## config.mk

```make
export PLATFORM = sky130hd
export DESIGN_NAME = sequence_store_extreme_removal_core
export DESIGN_NICKNAME = d
export VERILOG_FILES = /design/src/design/sses_pkg.sv /design/src/design/sses_cell.sv /design/src/design/sses_chain.sv /design/src/design/sequence_store_extreme_removal_core.sv
export SDC_FILE = /design/constraint.sdc
export NUM_CORES = 1
export LEC_CHECK = 0
export BUFFER_PORTS_ARGS = -buffer_cell sky130_fd_sc_hd__buf_2
export CAP_MARGIN = 20
export CORE_MARGIN = 5
export CORE_UTILIZATION = 55
export CTS_CLUSTER_DIAMETER = 40
export DETAILED_ROUTE_END_ITERATION = 7
export PLACE_DENSITY = 0.75
export SYNTH_ARGS = -nofsm -noshare
export SYNTH_HDL_FRONTEND = slang
export SYNTH_SLANG_ARGS = --single-unit
export TNS_END_PERCENT = 10
```

## constraint.sdc

```tcl
create_clock -name i_clk -period 5.1 [get_ports i_clk]
set_clock_uncertainty 0.2 [all_clocks]
set_input_delay 0.51 -clock i_clk [delete_from_list [all_inputs] [get_ports i_clk]]
set_output_delay 0.51 -clock i_clk [all_outputs]
set_load 0.02 [all_outputs]
```

## src/design/sses_pkg.sv

```systemverilog
// Types, constants and codes for the sequence store core.
package sses_pkg;

    localparam int CAPACITY = 16;
    localparam int DATA_W   = 32;
    localparam int IDX_W    = (CAPACITY > 1) ? $clog2(CAPACITY) : 1;
    localparam int CNT_W    = $clog2(CAPACITY + 1);

    typedef logic [IDX_W-1:0] t_idx;
    typedef logic [CNT_W-1:0] t_cnt;

    localparam t_idx IDX_LAST = t_idx'(CAPACITY - 1);
    localparam t_cnt CNT_FULL = t_cnt'(CAPACITY);

    localparam logic [2:0] OP_APPEND     = 3'd0;
    localparam logic [2:0] OP_DROP_MAX   = 3'd1;
    localparam logic [2:0] OP_DROP_MIN   = 3'd2;
    localparam logic [2:0] OP_DROP_ALL_MAX = 3'd3;
    localparam logic [2:0] OP_DROP_ALL_MIN = 3'd4;
    localparam logic [2:0] OP_CLEAR      = 3'd5;
    localparam logic [2:0] OP_DUMP       = 3'd6;

    localparam logic [1:0] ST_OK    = 2'd0;
    localparam logic [1:0] ST_FULL  = 2'd1;
    localparam logic [1:0] ST_EMPTY = 2'd2;

    typedef struct packed {
        logic [2:0]               operation;
        logic signed [DATA_W-1:0] value;
    } t_in;

    typedef struct packed {
        logic signed [DATA_W-1:0] result_value;
        logic [1:0]               status;
        logic [4:0]               entry_count;
        logic                     last;
    } t_out;

    typedef enum logic [1:0] {
        CELL_HOLD,
        CELL_ROTATE,
        CELL_WRITE,
        CELL_COMPACT
    } t_cell_op;

    typedef struct packed {
        t_cell_op                 op;
        logic signed [DATA_W-1:0] data;
        logic signed [DATA_W-1:0] key;
        t_idx                     idx;
        t_cnt                     count;
        logic                     all;
    } t_cell_ctl;

endpackage

```

## src/design/sses_cell.sv

```systemverilog
// One storage cell of the chain: holds one entry and shifts toward the head.
module sses_cell (
    input  logic                               i_clk,
    input  sses_pkg::t_cell_ctl                i_ctl,
    input  sses_pkg::t_idx                     i_index,
    input  logic signed [sses_pkg::DATA_W-1:0] i_next,
    input  logic                               i_hit,
    output logic signed [sses_pkg::DATA_W-1:0] o_val,
    output logic                               o_hit
);

    logic signed [sses_pkg::DATA_W-1:0] r_val;
    logic signed [sses_pkg::DATA_W-1:0] n_val;
    logic                               w_match;

    always_comb begin
        w_match = 1'b0;
        if (i_ctl.op == sses_pkg::CELL_COMPACT) begin
            if (i_ctl.all) begin
                w_match = (r_val == i_ctl.key) &&
                          (sses_pkg::t_cnt'(i_index) < i_ctl.count);
            end else begin
                w_match = (i_index == i_ctl.idx);
            end
        end
    end

    assign o_hit = i_hit | w_match;
    assign o_val = r_val;

    always_comb begin
        n_val = r_val;
        case (i_ctl.op)
            sses_pkg::CELL_ROTATE: n_val = i_next;
            sses_pkg::CELL_WRITE: begin
                if (i_index == i_ctl.idx) begin
                    n_val = i_ctl.data;
                end
            end
            sses_pkg::CELL_COMPACT: begin
                if (o_hit) begin
                    n_val = i_next;
                end
            end
            default: n_val = r_val;
        endcase
    end

    always_ff @(posedge i_clk) begin
        r_val <= n_val;
    end

endmodule

```

## src/design/sses_chain.sv

```systemverilog
// Row of storage cells with the head entry and a match flag at the far end.
module sses_chain (
    input  logic                               i_clk,
    input  sses_pkg::t_cell_ctl                i_ctl,
    output logic signed [sses_pkg::DATA_W-1:0] o_head,
    output logic                               o_any
);

    logic signed [sses_pkg::DATA_W-1:0] w_val [sses_pkg::CAPACITY];
    logic                               w_hit [sses_pkg::CAPACITY+1];

    assign w_hit[0] = 1'b0;

    for (genvar k = 0; k < sses_pkg::CAPACITY; k++) begin : g_cell
        logic signed [sses_pkg::DATA_W-1:0] w_next;
        if (k == sses_pkg::CAPACITY - 1) begin : g_tail
            assign w_next = w_val[0];
        end else begin : g_body
            assign w_next = w_val[k+1];
        end
        sses_cell u_cell (
            .i_clk   (i_clk),
            .i_ctl   (i_ctl),
            .i_index (sses_pkg::t_idx'(k)),
            .i_next  (w_next),
            .i_hit   (w_hit[k]),
            .o_val   (w_val[k]),
            .o_hit   (w_hit[k+1])
        );
    end

    assign o_head = w_val[0];
    assign o_any  = w_hit[sses_pkg::CAPACITY];

endmodule

```

## src/design/sequence_store_extreme_removal_core.sv

```systemverilog
// Top level of the sequence store: command sequencer around the cell chain.
//
//  channel   | handshake                | payload
//  ----------+--------------------------+----------------------------
//  command   | start, busy              | i_cmd    (sses_pkg::t_in)
//  result    | o_valid, one per result  | o_result (sses_pkg::t_out)
//
// Append, clear and any operation on an empty store: busy stays low, result next cycle.
// Drop first max/min: one rotation of the chain to scan, then one shift.
// Drop all max/min: one rotation of the chain to scan, then one shift of the chain per match.
// Dump: one rotation of the chain, one result per stored entry.
// Reset empties the store; the result side cannot stall, results are never held.
module sequence_store_extreme_removal_core (
    input  logic           i_clk,
    input  logic           i_rst_n,
    input  logic           start,
    output logic           busy,
    input  sses_pkg::t_in  i_cmd,
    output logic           o_valid,
    output sses_pkg::t_out o_result
);

    typedef enum logic [1:0] {
        S_IDLE,
        S_SCAN,
        S_REMOVE,
        S_DUMP
    } t_state;

    t_state                             r_state, n_state;
    sses_pkg::t_cnt                     r_n, n_n;
    sses_pkg::t_idx                     r_i, n_i;
    logic signed [sses_pkg::DATA_W-1:0] r_best, n_best;
    sses_pkg::t_idx                     r_bidx, n_bidx;
    logic                               r_max, n_max;
    logic                               r_all, n_all;
    logic                               r_valid, n_valid;
    sses_pkg::t_out                     r_out, n_out;

    sses_pkg::t_cell_ctl                w_ctl;
    logic signed [sses_pkg::DATA_W-1:0] w_head;
    logic                               w_any;
    logic                               w_better;
    sses_pkg::t_cnt                     w_n_dec;

    sses_chain u_chain (
        .i_clk  (i_clk),
        .i_ctl  (w_ctl),
        .o_head (w_head),
        .o_any  (w_any)
    );

    assign w_better = r_max ? (w_head > r_best) : (w_head < r_best);
    assign w_n_dec  = r_n - 1'b1;

    always_comb begin
        n_state = r_state;
        n_n     = r_n;
        n_i     = r_i;
        n_best  = r_best;
        n_bidx  = r_bidx;
        n_max   = r_max;
        n_all   = r_all;
        n_valid = 1'b0;
        n_out   = r_out;

        w_ctl.op    = sses_pkg::CELL_HOLD;
        w_ctl.data  = i_cmd.value;
        w_ctl.key   = r_best;
        w_ctl.idx   = (r_state == S_REMOVE) ? r_bidx : sses_pkg::t_idx'(r_n);
        w_ctl.count = r_n;
        w_ctl.all   = r_all;

        unique case (r_state)
            S_IDLE: begin
                if (start) begin
                    case (i_cmd.operation)
                        sses_pkg::OP_APPEND: begin
                            n_valid = 1'b1;
                            if (r_n >= sses_pkg::CNT_FULL) begin
                                n_out = '{i_cmd.value, sses_pkg::ST_FULL, 5'(r_n), 1'b1};
                            end else begin
                                w_ctl.op = sses_pkg::CELL_WRITE;
                                n_n      = r_n + 1'b1;
                                n_out    = '{i_cmd.value, sses_pkg::ST_OK,
                                             5'(r_n + 1'b1), 1'b1};
                            end
                        end
                        sses_pkg::OP_DROP_MAX, sses_pkg::OP_DROP_MIN,
                        sses_pkg::OP_DROP_ALL_MAX, sses_pkg::OP_DROP_ALL_MIN: begin
                            if (r_n == '0) begin
                                n_valid = 1'b1;
                                n_out   = '{'0, sses_pkg::ST_EMPTY, 5'd0, 1'b1};
                            end else begin
                                n_max   = (i_cmd.operation == sses_pkg::OP_DROP_MAX) ||
                                          (i_cmd.operation == sses_pkg::OP_DROP_ALL_MAX);
                                n_all   = (i_cmd.operation == sses_pkg::OP_DROP_ALL_MAX) ||
                                          (i_cmd.operation == sses_pkg::OP_DROP_ALL_MIN);
                                n_i     = '0;
                                n_state = S_SCAN;
                            end
                        end
                        sses_pkg::OP_CLEAR: begin
                            n_n     = '0;
                            n_valid = 1'b1;
                            n_out   = '{'0, sses_pkg::ST_OK, 5'd0, 1'b1};
                        end
                        sses_pkg::OP_DUMP: begin
                            if (r_n == '0) begin
                                n_valid = 1'b1;
                                n_out   = '{'0, sses_pkg::ST_EMPTY, 5'd0, 1'b1};
                            end else begin
                                n_i     = '0;
                                n_state = S_DUMP;
                            end
                        end
                        default: n_state = S_IDLE;
                    endcase
                end
            end
            S_SCAN: begin
                w_ctl.op = sses_pkg::CELL_ROTATE;
                if (r_i == '0) begin
                    n_best = w_head;
                    n_bidx = '0;
                end else if ((sses_pkg::t_cnt'(r_i) < r_n) && w_better) begin
                    n_best = w_head;
                    n_bidx = r_i;
                end
                n_i = r_i + 1'b1;
                if (r_i == sses_pkg::IDX_LAST) begin
                    n_state = S_REMOVE;
                end
            end
            S_REMOVE: begin
                w_ctl.op = sses_pkg::CELL_COMPACT;
                if (r_all) begin
                    if (w_any) begin
                        n_n = w_n_dec;
                    end else begin
                        n_valid = 1'b1;
                        n_out   = '{r_best, sses_pkg::ST_OK, 5'(r_n), 1'b1};
                        n_state = S_IDLE;
                    end
                end else begin
                    n_n     = w_n_dec;
                    n_valid = 1'b1;
                    n_out   = '{r_best, sses_pkg::ST_OK, 5'(w_n_dec), 1'b1};
                    n_state = S_IDLE;
                end
            end
            S_DUMP: begin
                w_ctl.op = sses_pkg::CELL_ROTATE;
                if (sses_pkg::t_cnt'(r_i) < r_n) begin
                    n_valid = 1'b1;
                    n_out   = '{w_head, sses_pkg::ST_OK, 5'(r_n),
                                sses_pkg::t_cnt'(r_i) == w_n_dec};
                end
                n_i = r_i + 1'b1;
                if (r_i == sses_pkg::IDX_LAST) begin
                    n_state = S_IDLE;
                end
            end
            default: n_state = S_IDLE;
        endcase
    end

    always_ff @(posedge i_clk) begin
        r_i    <= n_i;
        r_best <= n_best;
        r_bidx <= n_bidx;
        r_max  <= n_max;
        r_all  <= n_all;
        r_out  <= n_out;
        if (!i_rst_n) begin
            r_state <= S_IDLE;
            r_n     <= '0;
            r_valid <= 1'b0;
        end else begin
            r_state <= n_state;
            r_n     <= n_n;
            r_valid <= n_valid;
        end
    end

    assign busy     = (r_state != S_IDLE);
    assign o_valid  = r_valid;
    assign o_result = r_out;

endmodule

```

; Yosys cells after proc, flatten, opt, wreduce, memory -nomap -nowiden
; Cells that the tools add are included.
[totals]
regBits = 602
inputBits = 38
out_inout_bits = 42
word_cells = 338
[op_classes]
addsub = 3
order_cmp = 20
n_eq_ne = 92
mux = 123
bitwise_logic = 16
reduce_logical = 56
[op_table]
columns = operator, count
row1 = one-hot mux 32 bit (3 select lines), 16
row2 = 2-to-1 mux 32 bit, 34
row3 = equality test 32 bit, 16
row4 = one-hot mux 40 bit (3 select lines), 2
row5 = 2-to-1 mux 40 bit, 5
row6 = "inequality test 2 bit, second input constant", 39
row7 = AND reduction 3 bit, 16
row8 = "< comparator 4 x 5 -> 1 bit, first input constant", 8
row9 = 2-to-1 mux 1 bit, 38
row10 = "equality test 4 bit, first input constant", 8
row11 = greater-than comparator 32 bit, 1
row12 = < comparator 32 bit, 1
row13 = "< comparator 3 x 5 -> 1 bit, first input constant", 4
row14 = 2-to-1 mux 2 bit, 10
row15 = 2-to-1 mux 4 bit, 5
row16 = 2-to-1 mux 5 bit, 4
row17 = one-hot mux 5 bit (2 select lines), 2
row18 = logical AND 1 bit, 17
row19 = "equality test 3 x 4 -> 1 bit, first input constant", 4
row20 = "inequality test 3 bit, second input constant", 5
row21 = OR 1 bit, 15
row22 = one-hot mux 2 bit (3 select lines), 2
row23 = "< comparator 1 x 5 -> 1 bit, first input constant", 2
row24 = "< comparator 2 x 5 -> 1 bit, first input constant", 2
row25 = 38 further kinds, 54

; Longest topological paths before layout
[logic_depth]
word_depth = 25
ltp_mapped = 14
depth_no_buf = 11

; Modules after synthesis
; From an unflattened synthesis, not the netlist that was laid out.
[hier_totals]
hier_cells = 2721
hier_area_um2 = 35550.3
[modules_own_cells]
columns = mod, instances, cells_each, area_per_inst_um2, seq_area_each_um2
row1 = sses_cell (u_chain.g_cell[14].u_cell ...), 11, 139, 1895.6, 960.9
row2 = sses_cell (u_chain.g_cell[0].u_cell ...), 5, 139, 1899.3, 960.9
row3 = sequence_store_extreme_removal_core, 1, 495, 5195.0, 2622.5
row4 = sses_chain, 1, 2, 7.5, 0.0

; Worst setup path after synthesis
; Ideal clock, no wire load.
[synth_path]
path_kind = reg2reg
start = register r_best[1] (netlist name)
end = register r_best[0] (netlist name), enable pin
setup_time_ns = 0.479
arrival_ns = 4.926
required_time_ns = 4.421
setup_slack_ns = -0.505
path_stages_with_launch = 14
n_path_buf = 2
synth_period_minus_slack_ns = 5.605
path_cell_list = edfxtp_1 > buf_2 > buf_2 > inv_1 > ha_1 > nor2b_1 > o21a_1 > o21a_1 > o211ai_1 > a21o_1 > a21oi_1 > nor3_1 > mux2_2 > o21ai_0
[synth_between]
elab_chain_len = 5
elab_cells_between_ends = 6
classes_between = 2 x order compare / 1 x mux / 3 x reduce/logical
[synth_rtl]
columns = element, line
row1 = "start, declared", sequence_store_extreme_removal_core.sv:33  ; logic signed [sses_pkg::DATA_W-1:0] r_best, n_best;
row2 = "start signal, assigned", sequence_store_extreme_removal_core.sv:170  ; r_best <= n_best;
row3 = < comparator 32 bit or greater-than comparator 32 bit (tied branches), sequence_store_extreme_removal_core.sv:53  ; assign w_better = r_max ? (w_head > r_best) : (w_head < r_best);
row4 = 2-to-1 mux 1 bit *, sequence_store_extreme_removal_core.sv:53
row5 = logical AND 1 bit *, sequence_store_extreme_removal_core.sv:126  ; end else if ((sses_pkg::t_cnt'(r_i) < r_n) && w_better) begin
row6 = nonzero test 2 bit (no source line) *, -
row7 = AND reduction 2 bit (no source line) *, -
; Mark *: on every way between the ends. The rest lies on a longest branch, timed or not.
; A chain may end at the register's enable or synchronous reset.

; Worst setup path after layout
[layout_path]
start = register r_best[31] (netlist name)
end = register u_chain.g_cell[6].u_cell.r_val, in the netlist u_chain.g_cell[6].u_cell.o_val[26], enable pin
[layout_between]
elab_chain_len = 12
elab_cells_between_ends = 36
classes_between = 8 x eq/ne / 14 x mux / 6 x bitwise / 8 x reduce/logical
[layout_rtl]
columns = element, line
row1 = equality test 32 bit, sses_cell.sv:20  ; w_match = (r_val == i_ctl.key) &&
row2 = logical AND 1 bit, sses_cell.sv:20
row3 = 2-to-1 mux 1 bit, sses_cell.sv:19  ; if (i_ctl.all) begin
row4 = 2-to-1 mux 1 bit, sses_cell.sv:18  ; if (i_ctl.op == sses_pkg::CELL_COMPACT) begin
row5 = OR 1 bit (5 in series), sses_cell.sv:28  ; assign o_hit = i_hit | w_match;
row6 = OR 1 bit *, sses_cell.sv:28
row7 = inequality test 2 bit (no source line) *, -
row8 = AND reduction 3 bit (no source line) *, -
row9 = "end signal, assigned", sses_cell.sv:50  ; r_val <= n_val;
row10 = "end, declared", sses_cell.sv:12  ; logic signed [sses_pkg::DATA_W-1:0] r_val;
; Marked as above.

==> impl_metrics.csv <==
group,metric,value,unit
outcome,status,"complete, no violations",
clocking,clk_root_buffer_cell,"clkbuf_16",
min_path,hold_class,"input port to register",
clocking,cts_buffers,90,
floorplanning,die-area,62400,um^2
worst_setup_path,cp.required,5.24,ns
power,p_leak,15.0,nW
global_routing,grt_pass1_vias,22000,
synth,syn_inst,2547,
floorplanning,core,56700,um^2
detailed_routing,drc_errors,0,
layout,drive_above_1_share,0.129,
power,share_comb_of_total_power,0.341,
synth,ys.flop_type,"edfxtp_1",
detailed_routing,vias,22700,
synth,synth-seq-area-share,0.569,
timing,post-route-min-period,4.72,ns
layout,diodes,0,
floorplanning,die_h,250,um
placement,place_hpwl,76700,um
layout,fillers,4221,
placement,placed_cells,3237,
clocking,clock_path_buffers,3,
timing,relSlewSlack,0.148,
clocking,cts_sinks,602,
global_routing,grt_max_degree,176,
detailed_routing,drt-pass1-iter-count,6,
floorplanning,die_x,250,um
worst_setup_path,cp_top_family,"simple AND/OR/NAND/NOR gates",
worst_setup_path,crit_fanout,19,
placement,place_area,32800,um^2
global_routing,grt.overflow.total,0,
clocking,clk_pin_slew,0.06,ns
synth,synth-edff-count,594,
power,p_per_area,740,nW/um^2
synth,syn_avg_cell_area,12.4,um^2
placement,place_congestion,1.03,
timing,tightest_slew,1.27,ns
clocking,htree_num_levels,3,
timing,max_freq,212,MHz
timing,hold_ws,0.0347,ns
detailed_routing,wl_per_cell,31.0,um
synth,synth_seq_cells,602,
detailed_routing,ant_nets,0,
layout,stdcell_count,3431,
global_routing,grt_pass1_wl,153000,um
worst_setup_path,cp_slowest_cell,"nor4_1",
layout,area_growth,14.4,%
worst_setup_path,timing.critical_path.to_type,"register",
clocking,cts_tree,"done",
timing,setup_violations,0,
timing,hold_violations,0,
detailed_routing,via_per_inst,6.61,
timing,rsz0062_at_grt,"no",
synth,yosys.cell_types.count,70,
worst_setup_path,critPathKind,"register to register",
placement,port_buffers,79,
floorplanning,initial_core_util,0.557,
timing,maxSlewViolCount,0,
synth,syn_nets,2629,
worst_setup_path,worstPathCellList,"buf_4, xor2_1, nor4_1, nand4_1, a2111oi_0, or4_1, nor2_1, and2_1, nor2_4, buf_12",
floorplanning,io_pins,80,
layout,multi_input_area,12600,um^2
worst_setup_path,arrival,4.86,ns
power,pwr-share-seq,0.421,
worst_setup_path,start_kind,"register",
clocking,clock_latency,0.65,ns
synth,synth.yosys.warnings,0,
worst_setup_path,critical_path_buf_inv_count,2,
power,internal_power,16.4,mW
worst_setup_path,slowest_delay,0.91,ns
timing,finalSetupTns,0,ns
detailed_routing,wirelength,106000,um
layout,seqCellArea,18000,um^2
power,pwr-share-clk,0.238,
global_routing,antenna_found_initial,2,
power,p_sw_frac,0.386,
power,switchingPower,10.3,mW
power,power,26.7,mW
layout,final_nets,2685,
detailed_routing,drtIter0Drc,3529,
global_routing,grt.total_usage,0.330,
layout,finalInstanceArea,36200,um^2
power,ir_drop,414,uV
synth,async_flop_share,0,
floorplanning,rows,87,
flow_run,timing.max_cap.violations,0,
clocking,ctsResizeCount,0,
timing,finalCritPeriodShare,0.926,
synth,syn-cell-area,31600,um^2
[synth_stat cells, drive strengths merged (3+ instances only)]
library cell    n  area (um^2)
o21ai          52          260
inv            45          169
nor3           23          120
a21oi          54          270
and2           38          239
clkbuf        117          439
buf           110          611
xor2          268         2350
mux2            3         33.8
nor4           76          475
ha             44          551
nand2b         11         68.8
mux2i          33          330
o31a            3         26.3
and3            4         25.0
xnor2         216         1900
nand4          69          432
a21o          523         3930
a21boi          4         30.0
a31oi           9         56.3
nor2           49          184
o21a            7         52.6
o2111ai         4         35.0
or3             6         37.5
dfxtp           8          160
and4            4         40.0
or4             7         56.3
nand2          80          300
nand3          30          150
a2111oi         6         52.6
nor2b           9         56.3
o22ai           3         18.8
a211oi          3         22.5
o311ai          3         26.3
edfxtp        594        17800
a221o           3         30.0
[logic make-up after synthesis]
family,synth area share
xor+xnor,0.134
fa+ha+maj,0.0174
mux,0.0115
buf+inv,0.0387
flops,0.569
compound gates,0.158
simple gates,0.0709
[placed cells by master, fill, tap and decap left out, types with 37 or more instances in the layout]
cell       instances
edfxtp_1         594
a21o_1           523
xor2_1           268
xnor2_1          215
clkbuf_16         93
nand2_1           80
buf_2             79
buf_4             77
nor4_1            76
nand4_1           69
o21ai_0           49
a21oi_1           48
ha_1              44
inv_1             43
nor2_1            42
and2_1            37
[state kept, by name (all words and copies together) (netlist names)]
register / count
r_bidx: 4
r_best: 32
o_valid: 1
r_max: 1
r_i: 4
r_n: 5
r_state: 2
u_chain.g_cell.u_cell.o_val: 512
r_all: 1
o_result: 40
[per-stage QoR]
step / utilization / worst slack (ns)
final: 0.638 / 0.379
after global routing: 0.638 / 0.120
after CTS: 0.638 / 0.576
after detailed placement: 0.578 / 0.591
after global placement: 0.578 / 0.627
after floorplan: - / 0.0966
[metal layers]
metal	up-vias	track usage	routed length (um)
met2	1591	0.497	47100
met1	11400	0.452	41500
li1	9452	-	-
met4	4	0.0997	3550
met5	-	0	37
met3	246	0.118	14000
[path summary, 6_finish.rpt]
path,slack (ns),start,cells past startpoint,endpoint
worst min-delay path,0.03,i_cmd[25],3,o_result[33]
worst max register to register,0.38,r_best[31],10,u_chain.g_cell[6].u_cell.o_val[26]
worst min register to register,0.33,u_chain.g_cell[0].u_cell.o_val[23],0,r_best[23]
worst max-delay path,0.38,r_best[31],10,u_chain.g_cell[6].u_cell.o_val[26]
[final cells by class]
| type | count | share of cell area |
|---|---|---|
| Timing Repair Buffer | 191 | 0.0380 |
| Multi-Input combinational cell | 1672 | 0.348 |
| Sequential cell | 602 | 0.498 |
| Inverter | 46 | 0.00477 |
| Clock inverter | 67 | 0.0209 |
| Clock buffer | 97 | 0.0648 |
| Tap cell | 756 | 0.0262 |
[tightest hold or removal path, delay by kind of cell]
kind	cells	cell delay (ns)
and+or+nand+nor	1	0.04
buffers and inverters	1	0.09
AOI/OAI and AO/OA	1	0.10
[power by group through the flow]
stage	sequential, mW	combinational (mW)	clock (mW)
floorplan	10.7	5.37	0
global placement	11.1	8.56	0
detailed placement	11.2	8.68	0
CTS	11.2	8.79	6.39
global route	11.4	9.50	6.63
finish	11.3	9.11	6.38
[repair_timing]
item,4_1_cts,5_1_grt
hold buffers,30,0
setup buffers,0,0
setup endpoints to repair,0,0
hold endpoints to repair,32,0
Power figures use the tool's default switching activity.
